### src/hdl/adsr_pkg.sv
package adsr_pkg;

   localparam int SampleBitsDefault = 16;
   localparam int CountBitsDefault  = 24;

   localparam int GainBits  = 32;   // unsigned Q2.30
   localparam int GainFrac  = 30;
   localparam int CsrAddrW  = 5;    // 8 registers, 4 bytes apart
   localparam int CsrDataW  = 32;

   localparam logic [GainBits-1:0] UnityGain = 32'h4000_0000;

   typedef enum logic [2:0] {
      PH_ATTACK  = 3'd0,
      PH_DECAY   = 3'd1,
      PH_SUSTAIN = 3'd2,
      PH_RELEASE = 3'd3,
      PH_DONE    = 3'd4
   } phase_type;

   typedef enum logic [2:0] {
      CSR_ATTACK_SAMPLES  = 3'd0,
      CSR_DECAY_SAMPLES   = 3'd1,
      CSR_SUSTAIN_SAMPLES = 3'd2,
      CSR_PEAK_LEVEL      = 3'd3,
      CSR_HOLD_LEVEL      = 3'd4,
      CSR_RISE_STEP       = 3'd5,
      CSR_FALL_STEP       = 3'd6,
      CSR_FADE_STEP       = 3'd7
   } csr_index_type;

endpackage

### src/hdl/adsr_envelope_gain.sv
// Channel   Direction  Handshake             Payload
// req       in         req_valid/req_stall   req_sample_in, req_note_start
// rsp       out        rsp_valid/rsp_stall   rsp_sample_out, rsp_phase_now
// csr       in/out     APB-style, pready=1   attack/decay/sustain lengths, levels, steps
//
// Two register stages: the envelope state steps when an item is accepted and the
// chosen gain is registered with the sample; stage two then multiplies, rounds,
// saturates and loads the result register. One item per cycle unless rsp_stall holds the output.
// The rate is set by the envelope state update, which must finish in the accept cycle.
// Synchronous active-high reset: envelope goes to done, gain and count to zero,
// registers to their defaults, both stages empty.
// rsp_stall holds both stages; req_stall rises only when stage one is full and stuck.
module adsr_envelope_gain #(
   parameter int SAMPLE_BITS = adsr_pkg::SampleBitsDefault,
   parameter int COUNT_BITS  = adsr_pkg::CountBitsDefault
) (
   input  logic                                clock,
   input  logic                                reset,

   input  logic                                req_valid,
   output logic                                req_stall,
   input  logic signed [SAMPLE_BITS-1:0]       req_sample_in,
   input  logic                                req_note_start,

   output logic                                rsp_valid,
   input  logic                                rsp_stall,
   output logic signed [SAMPLE_BITS-1:0]       rsp_sample_out,
   output logic [2:0]                          rsp_phase_now,

   input  logic                                csr_psel,
   input  logic                                csr_penable,
   input  logic                                csr_pwrite,
   input  logic [adsr_pkg::CsrAddrW-1:0]       csr_paddr,
   input  logic [adsr_pkg::CsrDataW-1:0]       csr_pwdata,
   output logic [adsr_pkg::CsrDataW-1:0]       csr_prdata,
   output logic                                csr_pready
);

   localparam int GW = adsr_pkg::GainBits;
   localparam int PW = SAMPLE_BITS + GW + 1;   // signed product plus rounding headroom
   localparam int QW = SAMPLE_BITS + 3;        // product after the Q2.30 shift
   localparam logic signed [QW-1:0] QMAX = {4'b0000, {(SAMPLE_BITS-1){1'b1}}};
   localparam logic signed [QW-1:0] QMIN = {4'b1111, {(SAMPLE_BITS-1){1'b0}}};
   localparam logic signed [PW-1:0] HALF = PW'(1) << (adsr_pkg::GainFrac - 1);

   // ---------------- configuration registers ----------------
   logic [COUNT_BITS-1:0] attack_len_ff, decay_len_ff, sustain_len_ff;
   logic [GW-1:0]         peak_level_ff, hold_level_ff;
   logic [GW-1:0]         rise_step_ff, fall_step_ff, fade_step_ff;

   logic                    csr_write;
   adsr_pkg::csr_index_type csr_index;

   assign csr_pready = 1'b1;
   assign csr_write  = csr_psel && csr_penable && csr_pwrite && csr_pready;
   assign csr_index  = adsr_pkg::csr_index_type'(csr_paddr[adsr_pkg::CsrAddrW-1:2]);

   always_ff @(posedge clock) begin
      if (reset) begin
         attack_len_ff  <= '0;
         decay_len_ff   <= '0;
         sustain_len_ff <= '0;
         peak_level_ff  <= adsr_pkg::UnityGain;
         hold_level_ff  <= adsr_pkg::UnityGain;
         rise_step_ff   <= '0;
         fall_step_ff   <= '0;
         fade_step_ff   <= '0;
      end else if (csr_write) begin
         case (csr_index)
            adsr_pkg::CSR_ATTACK_SAMPLES:  attack_len_ff  <= csr_pwdata[COUNT_BITS-1:0];
            adsr_pkg::CSR_DECAY_SAMPLES:   decay_len_ff   <= csr_pwdata[COUNT_BITS-1:0];
            adsr_pkg::CSR_SUSTAIN_SAMPLES: sustain_len_ff <= csr_pwdata[COUNT_BITS-1:0];
            adsr_pkg::CSR_PEAK_LEVEL:      peak_level_ff  <= csr_pwdata[GW-1:0];
            adsr_pkg::CSR_HOLD_LEVEL:      hold_level_ff  <= csr_pwdata[GW-1:0];
            adsr_pkg::CSR_RISE_STEP:       rise_step_ff   <= csr_pwdata[GW-1:0];
            adsr_pkg::CSR_FALL_STEP:       fall_step_ff   <= csr_pwdata[GW-1:0];
            adsr_pkg::CSR_FADE_STEP:       fade_step_ff   <= csr_pwdata[GW-1:0];
            default: ;
         endcase
      end
   end

   always_comb begin
      case (csr_index)
         adsr_pkg::CSR_ATTACK_SAMPLES:  csr_prdata = adsr_pkg::CsrDataW'(attack_len_ff);
         adsr_pkg::CSR_DECAY_SAMPLES:   csr_prdata = adsr_pkg::CsrDataW'(decay_len_ff);
         adsr_pkg::CSR_SUSTAIN_SAMPLES: csr_prdata = adsr_pkg::CsrDataW'(sustain_len_ff);
         adsr_pkg::CSR_PEAK_LEVEL:      csr_prdata = adsr_pkg::CsrDataW'(peak_level_ff);
         adsr_pkg::CSR_HOLD_LEVEL:      csr_prdata = adsr_pkg::CsrDataW'(hold_level_ff);
         adsr_pkg::CSR_RISE_STEP:       csr_prdata = adsr_pkg::CsrDataW'(rise_step_ff);
         adsr_pkg::CSR_FALL_STEP:       csr_prdata = adsr_pkg::CsrDataW'(fall_step_ff);
         adsr_pkg::CSR_FADE_STEP:       csr_prdata = adsr_pkg::CsrDataW'(fade_step_ff);
         default:                       csr_prdata = '0;
      endcase
   end

   // ---------------- pipeline flow ----------------
   logic s1_valid_ff, out_valid_ff;
   logic out_move, s1_move, accept;

   assign out_move  = !out_valid_ff || !rsp_stall;
   assign s1_move   = !s1_valid_ff || out_move;
   assign req_stall = !s1_move;
   assign accept    = req_valid && s1_move;

   // ---------------- envelope state ----------------
   adsr_pkg::phase_type   phase_ff, phase_in;
   logic [COUNT_BITS-1:0] count_ff, count_in;
   logic [GW-1:0]         gain_acc_ff, gain_acc_in;
   adsr_pkg::phase_type   used_phase;
   logic [GW-1:0]         used_gain;

   always_comb begin
      adsr_pkg::phase_type   ph;
      logic [COUNT_BITS-1:0] cnt;
      logic [GW-1:0]         acc;
      logic [GW:0]           sum;

      ph  = phase_ff;
      cnt = count_ff;
      acc = gain_acc_ff;
      if (req_note_start) begin
         ph  = adsr_pkg::PH_ATTACK;
         cnt = '0;
         acc = '0;
      end
      // zero-length phases fall through on the same item
      if (ph == adsr_pkg::PH_ATTACK && cnt >= attack_len_ff) begin
         ph  = adsr_pkg::PH_DECAY;
         cnt = '0;
         acc = peak_level_ff;
      end
      if (ph == adsr_pkg::PH_DECAY && cnt >= decay_len_ff) begin
         ph  = adsr_pkg::PH_SUSTAIN;
         cnt = '0;
         acc = hold_level_ff;
      end
      if (ph == adsr_pkg::PH_SUSTAIN && cnt >= sustain_len_ff) begin
         ph  = adsr_pkg::PH_RELEASE;
         cnt = '0;
         acc = hold_level_ff;
      end

      used_phase  = ph;
      used_gain   = acc;
      phase_in    = ph;
      count_in    = cnt + COUNT_BITS'(1);
      gain_acc_in = acc;
      sum         = {1'b0, acc} + {1'b0, rise_step_ff};
      case (ph)
         adsr_pkg::PH_ATTACK: begin
            gain_acc_in = sum[GW] ? '1 : sum[GW-1:0];
         end
         adsr_pkg::PH_DECAY: begin
            gain_acc_in = (acc > fall_step_ff) ? acc - fall_step_ff : '0;
         end
         adsr_pkg::PH_SUSTAIN: begin
            gain_acc_in = acc;
         end
         adsr_pkg::PH_RELEASE: begin
            // release applies its step before use; reaching zero ends the note
            gain_acc_in = (acc > fade_step_ff) ? acc - fade_step_ff : '0;
            used_gain   = gain_acc_in;
            count_in    = cnt;
            if (gain_acc_in == '0) begin
               phase_in = adsr_pkg::PH_DONE;
            end
         end
         default: begin
            used_phase  = adsr_pkg::PH_DONE;
            phase_in    = adsr_pkg::PH_DONE;
            used_gain   = '0;
            gain_acc_in = '0;
            count_in    = cnt;
         end
      endcase
   end

   always_ff @(posedge clock) begin
      if (reset) begin
         phase_ff    <= adsr_pkg::PH_DONE;
         count_ff    <= '0;
         gain_acc_ff <= '0;
      end else if (accept) begin
         phase_ff    <= phase_in;
         count_ff    <= count_in;
         gain_acc_ff <= gain_acc_in;
      end
   end

   // ---------------- stage one: gain and sample ----------------
   logic signed [SAMPLE_BITS-1:0] s1_sample_ff;
   logic [GW-1:0]                 s1_gain_ff;
   adsr_pkg::phase_type           s1_phase_ff;

   always_ff @(posedge clock) begin
      if (reset) begin
         s1_valid_ff <= 1'b0;
      end else if (s1_move) begin
         s1_valid_ff <= req_valid;
      end
   end

   always_ff @(posedge clock) begin
      if (accept) begin
         s1_sample_ff <= req_sample_in;
         s1_gain_ff   <= used_gain;
         s1_phase_ff  <= used_phase;
      end
   end

   // ---------------- stage two: multiply, round half up, saturate ----------------
   logic signed [PW-1:0]          prod, rounded;
   logic signed [QW-1:0]          quot;
   logic signed [SAMPLE_BITS-1:0] sat_out;

   assign prod    = PW'(s1_sample_ff) * $signed(PW'({1'b0, s1_gain_ff}));
   assign rounded = prod + HALF;
   assign quot    = rounded[PW-1:adsr_pkg::GainFrac];

   always_comb begin
      if (quot > QMAX) begin
         sat_out = QMAX[SAMPLE_BITS-1:0];
      end else if (quot < QMIN) begin
         sat_out = QMIN[SAMPLE_BITS-1:0];
      end else begin
         sat_out = quot[SAMPLE_BITS-1:0];
      end
   end

   logic signed [SAMPLE_BITS-1:0] out_sample_ff;
   adsr_pkg::phase_type           out_phase_ff;

   always_ff @(posedge clock) begin
      if (reset) begin
         out_valid_ff <= 1'b0;
      end else if (out_move) begin
         out_valid_ff <= s1_valid_ff;
      end
   end

   always_ff @(posedge clock) begin
      if (out_move && s1_valid_ff) begin
         out_sample_ff <= sat_out;
         out_phase_ff  <= s1_phase_ff;
      end
   end

   assign rsp_valid      = out_valid_ff;
   assign rsp_sample_out = out_sample_ff;
   assign rsp_phase_now  = out_phase_ff;

endmodule

### config.mk
export PLATFORM = sky130hd
export DESIGN_NAME = adsr_envelope_gain
export DESIGN_NICKNAME = d
export VERILOG_FILES = /design/src/hdl/adsr_pkg.sv /design/src/hdl/adsr_envelope_gain.sv
export SDC_FILE = /design/constraint.sdc
export NUM_CORES = 2
export LEC_CHECK = 0
export ABC_AREA = 1
export ABC_CLOCK_PERIOD_IN_PS = 10300
export BUFFER_PORTS_ARGS = -buffer_cell sky130_fd_sc_hd__buf_4
export CAP_MARGIN = 0
export CORE_ASPECT_RATIO = 1.25
export CORE_MARGIN = 8
export CORE_UTILIZATION = 59
export CTS_CLUSTER_DIAMETER = 100
export CTS_CLUSTER_SIZE = 12
export DETAILED_ROUTE_END_ITERATION = 16
export HOLD_SLACK_MARGIN = 0.1
export PLACE_DENSITY = 0.79
export SYNTH_ARGS = -nofsm -noshare
export SYNTH_HDL_FRONTEND = slang
export SYNTH_SLANG_ARGS = --single-unit
### constraint.sdc
create_clock -name clock -period 10.3 [get_ports clock]
set_input_delay 2.575 -clock clock [delete_from_list [all_inputs] [get_ports clock]]
set_output_delay 2.575 -clock clock [all_outputs]
set_load 0.005 [all_outputs]
After elaboration in Yosys (flattened, before gate mapping) --
Index checks and enable logic that the tools add are counted.
Cells by class: add/subtract/negate cells 5, multiply operators 1, magnitude comparators 7, equal/unequal tests 12, muxes and demuxes 22, reductions and logical operators 27
Operators by type and width (count):
- 32-bit case mux with 8 select lines | 1
- 32-bit two-way mux | 7
- 32-bit case mux with 4 select lines | 1
- 24-bit two-way mux | 5
- 24-bit >= comparator | 3
- 32-bit greater-than comparator | 2
- 32-bit case mux with 2 select lines | 1
- 32-bit subtractor | 2
- 49-bit by 31-bit adder with 49-bit output (second input constant) | 1
- 16-bit by 33-bit multiplier with 49-bit output | 1
- 32-bit by 32-bit adder with 33-bit output | 1
- 32-bit zero test | 1
- 24-bit by 1-bit adder with 24-bit output (second input constant) | 1
- 19-bit by 16-bit greater-than comparator with 1-bit output (second input constant) | 1
- 19-bit by 16-bit less-than comparator with 1-bit output (second input constant) | 1
- 16-bit two-way mux | 1
- 2-bit AND reduction | 8
- 3-bit by 2-bit equality test with 1-bit output (second input constant) | 5
- 3-bit two-way mux | 5
- 3-bit equality test (second input constant) | 4
- 3-bit by 1-bit equality test with 1-bit output (second input constant) | 3
- 3-bit zero test | 3
- 1-bit logical AND | 7
- 3-bit case mux with 2 select lines | 1
- 4 further kinds | 8
Storage, ports and cells: register bits 363, input bits 61, output and inout port bits 54, word-level logic and storage cells 92

Depth between registers and ports, before layout --
word-level depth 15, gate-level depth with buffers 93, depth with buffers taken out 91

Least setup slack after synthesis --
Ideal clock, no wire load.
path type in2reg, start point in req_note_start, end point reg gain_acc_ff[25], library setup time 0.070 ns, data arrival time 10.898 ns, data required time 10.230 ns, setup slack -0.669 ns, cell stages on the path 73, buffers on the path 6, cell sequence clkbuf_1 -> nor2_1 -> ha_1 -> nand2_1 -> nor3_2 -> nand4_1 -> nor2_1 -> nand2_1 -> nand2_1 -> nand2_2 -> clkbuf_1 -> nand2_1 -> inv_1 -> ha_1 -> nand2_1 -> inv_1 -> nand2_1 -> nand2_1 -> [37 not listed] -> inv_1 -> nand2_1 -> nand2_1 -> a21boi_1 -> o21ai_0 -> nand2_1 -> o21ai_1 -> a21oi_1 -> o21ai_1 -> a21boi_0 -> o21ai_1 -> nand2_1 -> nand3_2 -> clkbuf_1 -> o21ai_0 -> nand4_1 -> nand2_1 -> a21oi_1
On the way: longest elaborated chain between the ends 13, elaborated cells between the ends (all ways) 33, classes of those cells add/sub: 3; order compare: 5; eq/ne: 5; mux: 15; reduce/logical: 5
Ends and longest elaborated chain:
- from (decl) | RTL line adsr_envelope_gain.sv:23 | input logic req_note_start,
- 24-bit two-way mux / 3-bit two-way mux (equally long branches) | RTL line adsr_envelope_gain.sv:122 | if (req_note_start) begin
- 24-bit >= comparator / 3-bit zero test (equally long branches) | RTL line adsr_envelope_gain.sv:128 | if (ph == adsr_pkg::PH_ATTACK && cnt >= attack_len_ff) begin
- 1-bit logical AND | RTL line adsr_envelope_gain.sv:128
- 24-bit two-way mux / 3-bit two-way mux (equally long branches) | RTL line adsr_envelope_gain.sv:128
- 24-bit >= comparator / 3-bit by 1-bit equality test with 1-bit output (equally long branches) | RTL line adsr_envelope_gain.sv:133 | if (ph == adsr_pkg::PH_DECAY && cnt >= decay_len_ff) begin
- 1-bit logical AND | RTL line adsr_envelope_gain.sv:133
- 24-bit two-way mux / 3-bit two-way mux (equally long branches) | RTL line adsr_envelope_gain.sv:133
- 24-bit >= comparator / 3-bit by 2-bit equality test with 1-bit output (equally long branches) | RTL line adsr_envelope_gain.sv:138 | if (ph == adsr_pkg::PH_SUSTAIN && cnt >= sustain_len_ff) begin
- 1-bit logical AND | RTL line adsr_envelope_gain.sv:138
- 32-bit two-way mux | RTL line adsr_envelope_gain.sv:138
- 32-bit subtractor (tied with other cells) | RTL line adsr_envelope_gain.sv:162 | gain_acc_in = (acc > fade_step_ff) ? acc - fade_step_ff : '0;
- 32-bit two-way mux (on tied branches) | RTL line adsr_envelope_gain.sv:162, adsr_envelope_gain.sv:152, adsr_envelope_gain.sv:155
- 32-bit case mux with 4 select lines * | RTL line adsr_envelope_gain.sv:150 | case (ph)
- to (signal assigned) | RTL line adsr_envelope_gain.sv:187 | gain_acc_ff <= gain_acc_in;
- to (decl) | RTL line adsr_envelope_gain.sv:109 | logic [GW-1:0] gain_acc_ff, gain_acc_in;
Mark *: on every way between the ends. The rest lies on a longest branch, timed or not. A chain may end at the register's enable or synchronous reset.

Worst setup path in the final report --
start point in req_note_start, end point reg phase_ff[0]
On the way: longest elaborated chain between the ends 15, elaborated cells between the ends (all ways) 31, classes of those cells add/sub: 1; order compare: 4; eq/ne: 5; mux: 14; reduce/logical: 7
Ends and longest elaborated chain:
- 24-bit two-way mux / 3-bit two-way mux (equally long branches) | RTL line adsr_envelope_gain.sv:122
- 24-bit >= comparator / 3-bit zero test (equally long branches) | RTL line adsr_envelope_gain.sv:128
- 1-bit logical AND | RTL line adsr_envelope_gain.sv:128
- 24-bit two-way mux / 3-bit two-way mux (equally long branches) | RTL line adsr_envelope_gain.sv:128
- 24-bit >= comparator / 3-bit by 1-bit equality test with 1-bit output (equally long branches) | RTL line adsr_envelope_gain.sv:133
- 1-bit logical AND | RTL line adsr_envelope_gain.sv:133
- 24-bit two-way mux / 3-bit two-way mux (equally long branches) | RTL line adsr_envelope_gain.sv:133
- 24-bit >= comparator / 3-bit by 2-bit equality test with 1-bit output (equally long branches) | RTL line adsr_envelope_gain.sv:138
- 1-bit logical AND | RTL line adsr_envelope_gain.sv:138
- 32-bit two-way mux | RTL line adsr_envelope_gain.sv:138
- 32-bit subtractor / 32-bit greater-than comparator (equally long branches) | RTL line adsr_envelope_gain.sv:162
- 32-bit two-way mux | RTL line adsr_envelope_gain.sv:162
- 32-bit zero test | RTL line adsr_envelope_gain.sv:165 | if (gain_acc_in == '0) begin
- 3-bit two-way mux | RTL line adsr_envelope_gain.sv:165
- 3-bit case mux with 2 select lines * | RTL line adsr_envelope_gain.sv:150
- to (signal assigned) | RTL line adsr_envelope_gain.sv:181 | phase_ff <= adsr_pkg::PH_DONE;
- to (signal assigned) | RTL line adsr_envelope_gain.sv:185 | phase_ff <= phase_in;
- to (decl) | RTL line adsr_envelope_gain.sv:107 | adsr_pkg::phase_type phase_ff, phase_in;
Marked as above.

==> impl_metrics.json <==
{
  "synth_top_area_share_pct": 21.2,
  "drt-pass1-iter-count": 9,
  "maxSlewHeadroom_pct": 12.4,
  "routed_wl_um": 138000,
  "violations": "negative setup slack",
  "clock_latency_ns": 0.60,
  "cts-buffers-inserted": 38,
  "r2r_slack_ns": 0.85,
  "drv_cap": 0,
  "route.detailed.drc": 0,
  "multi_input_area_mm2": 0.0289,
  "yosysWarnings": 0,
  "worst_path_most_repeated_cell": "nand2_1",
  "endpoint_kind": "register",
  "nFillCells": 4936,
  "clk_path_buf_depth": 3,
  "nNetsFinal": 6826,
  "holdWs_ns": 0.419,
  "synth_top_flop_cell": "dfxtp_1",
  "reg2reg_from": "count_ff[23]$_SDFFE_PP0P_",
  "synthArstFlopShare_pct": 0,
  "fin_worst_skew_ns": 0.0321,
  "rr_endpoint": "phase_ff[0]$_SDFFE_PP0P_",
  "grt_pass1_vias": 40500,
  "max_stage_delay_ns": 0.45,
  "cts_tree": "built",
  "yosys.cell_count.top_type": "nand2_1",
  "startpoint": "req_note_start",
  "cp-start-kind": "input pin",
  "drtIter0Drc": 4095,
  "clk_pin_slew_ns": 0.06,
  "antenna_found_initial": 2,
  "grt_pass1_wl_um": 210000,
  "yosysSeqAreaShare_pct": 20.1,
  "hold-path-endpoint": "rsp_phase_now[2]$_DFFE_PP_",
  "synth_edf_count": 70,
  "synth_seq_cells": 363,
  "globalRouteMet3Util_pct": 5.36,
  "synth.distinct_cells": 59,
  "grt_setup_unrepaired": "yes",
  "synth_top_area_cell": "fa_1",
  "layout_min_cycle_time_ns": 11.19,
  "fin_cells": 6905,
  "avgSynthCellArea_um2": 7.28,
  "slew_viol_final": 0,
  "globalplace.congestion": 1.01,
  "io-pin-count": 115,
  "die_x_um": 248,
  "gr-max-usage-layer": "met2",
  "worstRegToRegCells": 79,
  "grtUsageMet1_pct": 39.6,
  "grt-ovfl-total": 0,
  "hold_violations": 0,
  "hp-class": "reg -> reg",
  "max_freq_mhz": 89.4,
  "num_vias": 40400,
  "routedWlPerCell_um": 20.0,
  "cp.required_ns": 10.72,
  "synth.area.top_cells": "fa_1 (21%), dfxtp_1 (15%), nand2_1 (12%), ha_1 (10%), inv_1 (9.4%)",
  "post-place-cells": 6705,
  "io_buffer_count": 111,
  "status": "finished, violations left",
  "drt.antenna.violating_nets": 0,
  "arrival_ns": 11.60,
  "grtUsageMet2_pct": 59.4,
  "path_buf_inv": 16,
  "grt_max_degree": 127,
  "setup_viol": 66,
  "crit_family": "simple AND/OR/NAND/NOR gates",
  "core_mm2": 0.0667,
  "hpwl_um": 96800,
  "path_max_fanout": 8,
  "syn-num-nets": 6237,
  "synth_cells": 5438,
  "root_buffer": "clkbuf_16",
  "tightest_slew_ns": 1.31,
  "period_share_pct": 109,
  "start_util_pct": 59.3,
  "worstHoldStart": "s1_phase_ff[2]$_SDFFCE_PN1P_",
  "worst_slack_ns": -0.887,
  "row_count": 106,
  "min_path_cells": 0,
  "cp_slowest_cell": "o41ai_4",
  "die_h_um": 306,
  "vias_per_cell": 5.86,
  "dieArea_mm2": 0.0757,
  "crit_type": "in -> reg",
  "synth_common_cells": "nand2_1 (1228), inv_1 (989), nor2_1 (457)",
  "synth_area_mm2": 0.0396,
  "ff_latch_area_mm2": 0.00797,
  "grtUsageTotal_pct": 35.0,
  "drive_gt1_share_pct": 21.4,
  "h-tree-depth": 2,
  "cts.sinks": 363,
  "holdBufCountCts": 0,
  "syn2layout_area_growth_pct": 24.7
}
[per-layer routing]
layer	part of all wire [%]	routed length [um]
met5	0.0094	13
met4	9.4	12900
met3	9.0	12400
met2	47	65100
met1	34	47400
[placed cells by master (no fill, tap or decap), drive strengths merged, types with 19 or more instances in the layout]
cell,synthesis,layout
a21oi,423,423
o21ai,414,414
o211ai,34,34
buf,34,788
ha,318,318
nor2,466,466
inv,996,999
dfxtp,293,293
xor2,37,37
or2,53,53
xnor2,28,28
nand4,60,60
o22ai,36,36
clkbuf,207,46
fa,420,420
nand3,111,111
nor3,29,29
edfxtp,70,70
a221oi,40,40
o21a,19,19
nand2,1236,1236
[cells by family (layout without fill, tap and decap cells)]
group / Yosys count / count (layout) / share of synthesized area [%]
AOI/OAI and AO/OA: 1059 / 1059 / 15.0
xor gates and xnor gates: 65 / 65 / 1.44
adders and majority gates: 738 / 738 / 31.3
buffers and inverters: 1242 / 1844 / 11.9
DFF: 363 / 363 / 20.1
other: 1 / 2 / 0.00947
and+or+nand+nor: 1970 / 1970 / 20.2
[registers in the layout, summed over array words and instances, names as in the netlist, 16 cells and up]
signal / cells
s1_sample_ff: 16
count_ff: 24
rise_step_ff: 32
hold_level_ff: 32
sustain_len_ff: 24
gain_acc_ff: 32
peak_level_ff: 32
s1_gain_ff: 32
decay_len_ff: 24
fall_step_ff: 32
fade_step_ff: 32
rsp_sample_out: 16
attack_len_ff: 24
[area by class of cell]
class                      instances  share of cell area (%)
sequential                       363                    16.1
timing repair buffer             790                    13.2
antenna                            1                 0.00507
inverter                        1001                    7.73
clock inverter                     7                   0.198
clock buffer                      46                    1.99
tap                              864                    2.19
multi-input combinational       3833                    58.6
[through the flow]
stage | util, % | setup TNS, ns | area [um^2] | setup slack [ns]
global placement | 67.0 | -90.33 | 44700 | -1.75
floorplan | - | -0.00712 | 39700 | -0.00712
detailed placement | 67.0 | -95.39 | 44700 | -1.83
CTS | 72.6 | -4.73 | 48400 | -0.227
global route | 74.0 | -65.78 | 49400 | -1.41
finish | 74.0 | -31.45 | 49400 | -0.887
[worst max-delay path by stage]
stage / to / slack (ns) / cells after the start
2_1_floorplan: gain_acc_ff[25]$_SDFFE_PP0P_ / -0.007 / 73
3_3_place_gp: gain_acc_ff[27]$_SDFFE_PP0P_ / -1.75 / 82
3_5_place_dp: gain_acc_ff[27]$_SDFFE_PP0P_ / -1.83 / 74
4_1_cts: phase_ff[0]$_SDFFE_PP0P_ / -0.23 / 89
5_1_grt: phase_ff[0]$_SDFFE_PP0P_ / -1.41 / 88
6_report: phase_ff[0]$_SDFFE_PP0P_ / -0.89 / 79
[repair_timing]
action | in CTS | in global routing
setup buffers | 123 | 26
gates resized for setup | 398 | 205
cloned | 9 | 0
pin swaps | 183 | 172
setup endpoints to repair | 67 | 67
Power is not shown: default switching activity piles up to over one toggle a cycle in this logic, so the estimate is an artifact.
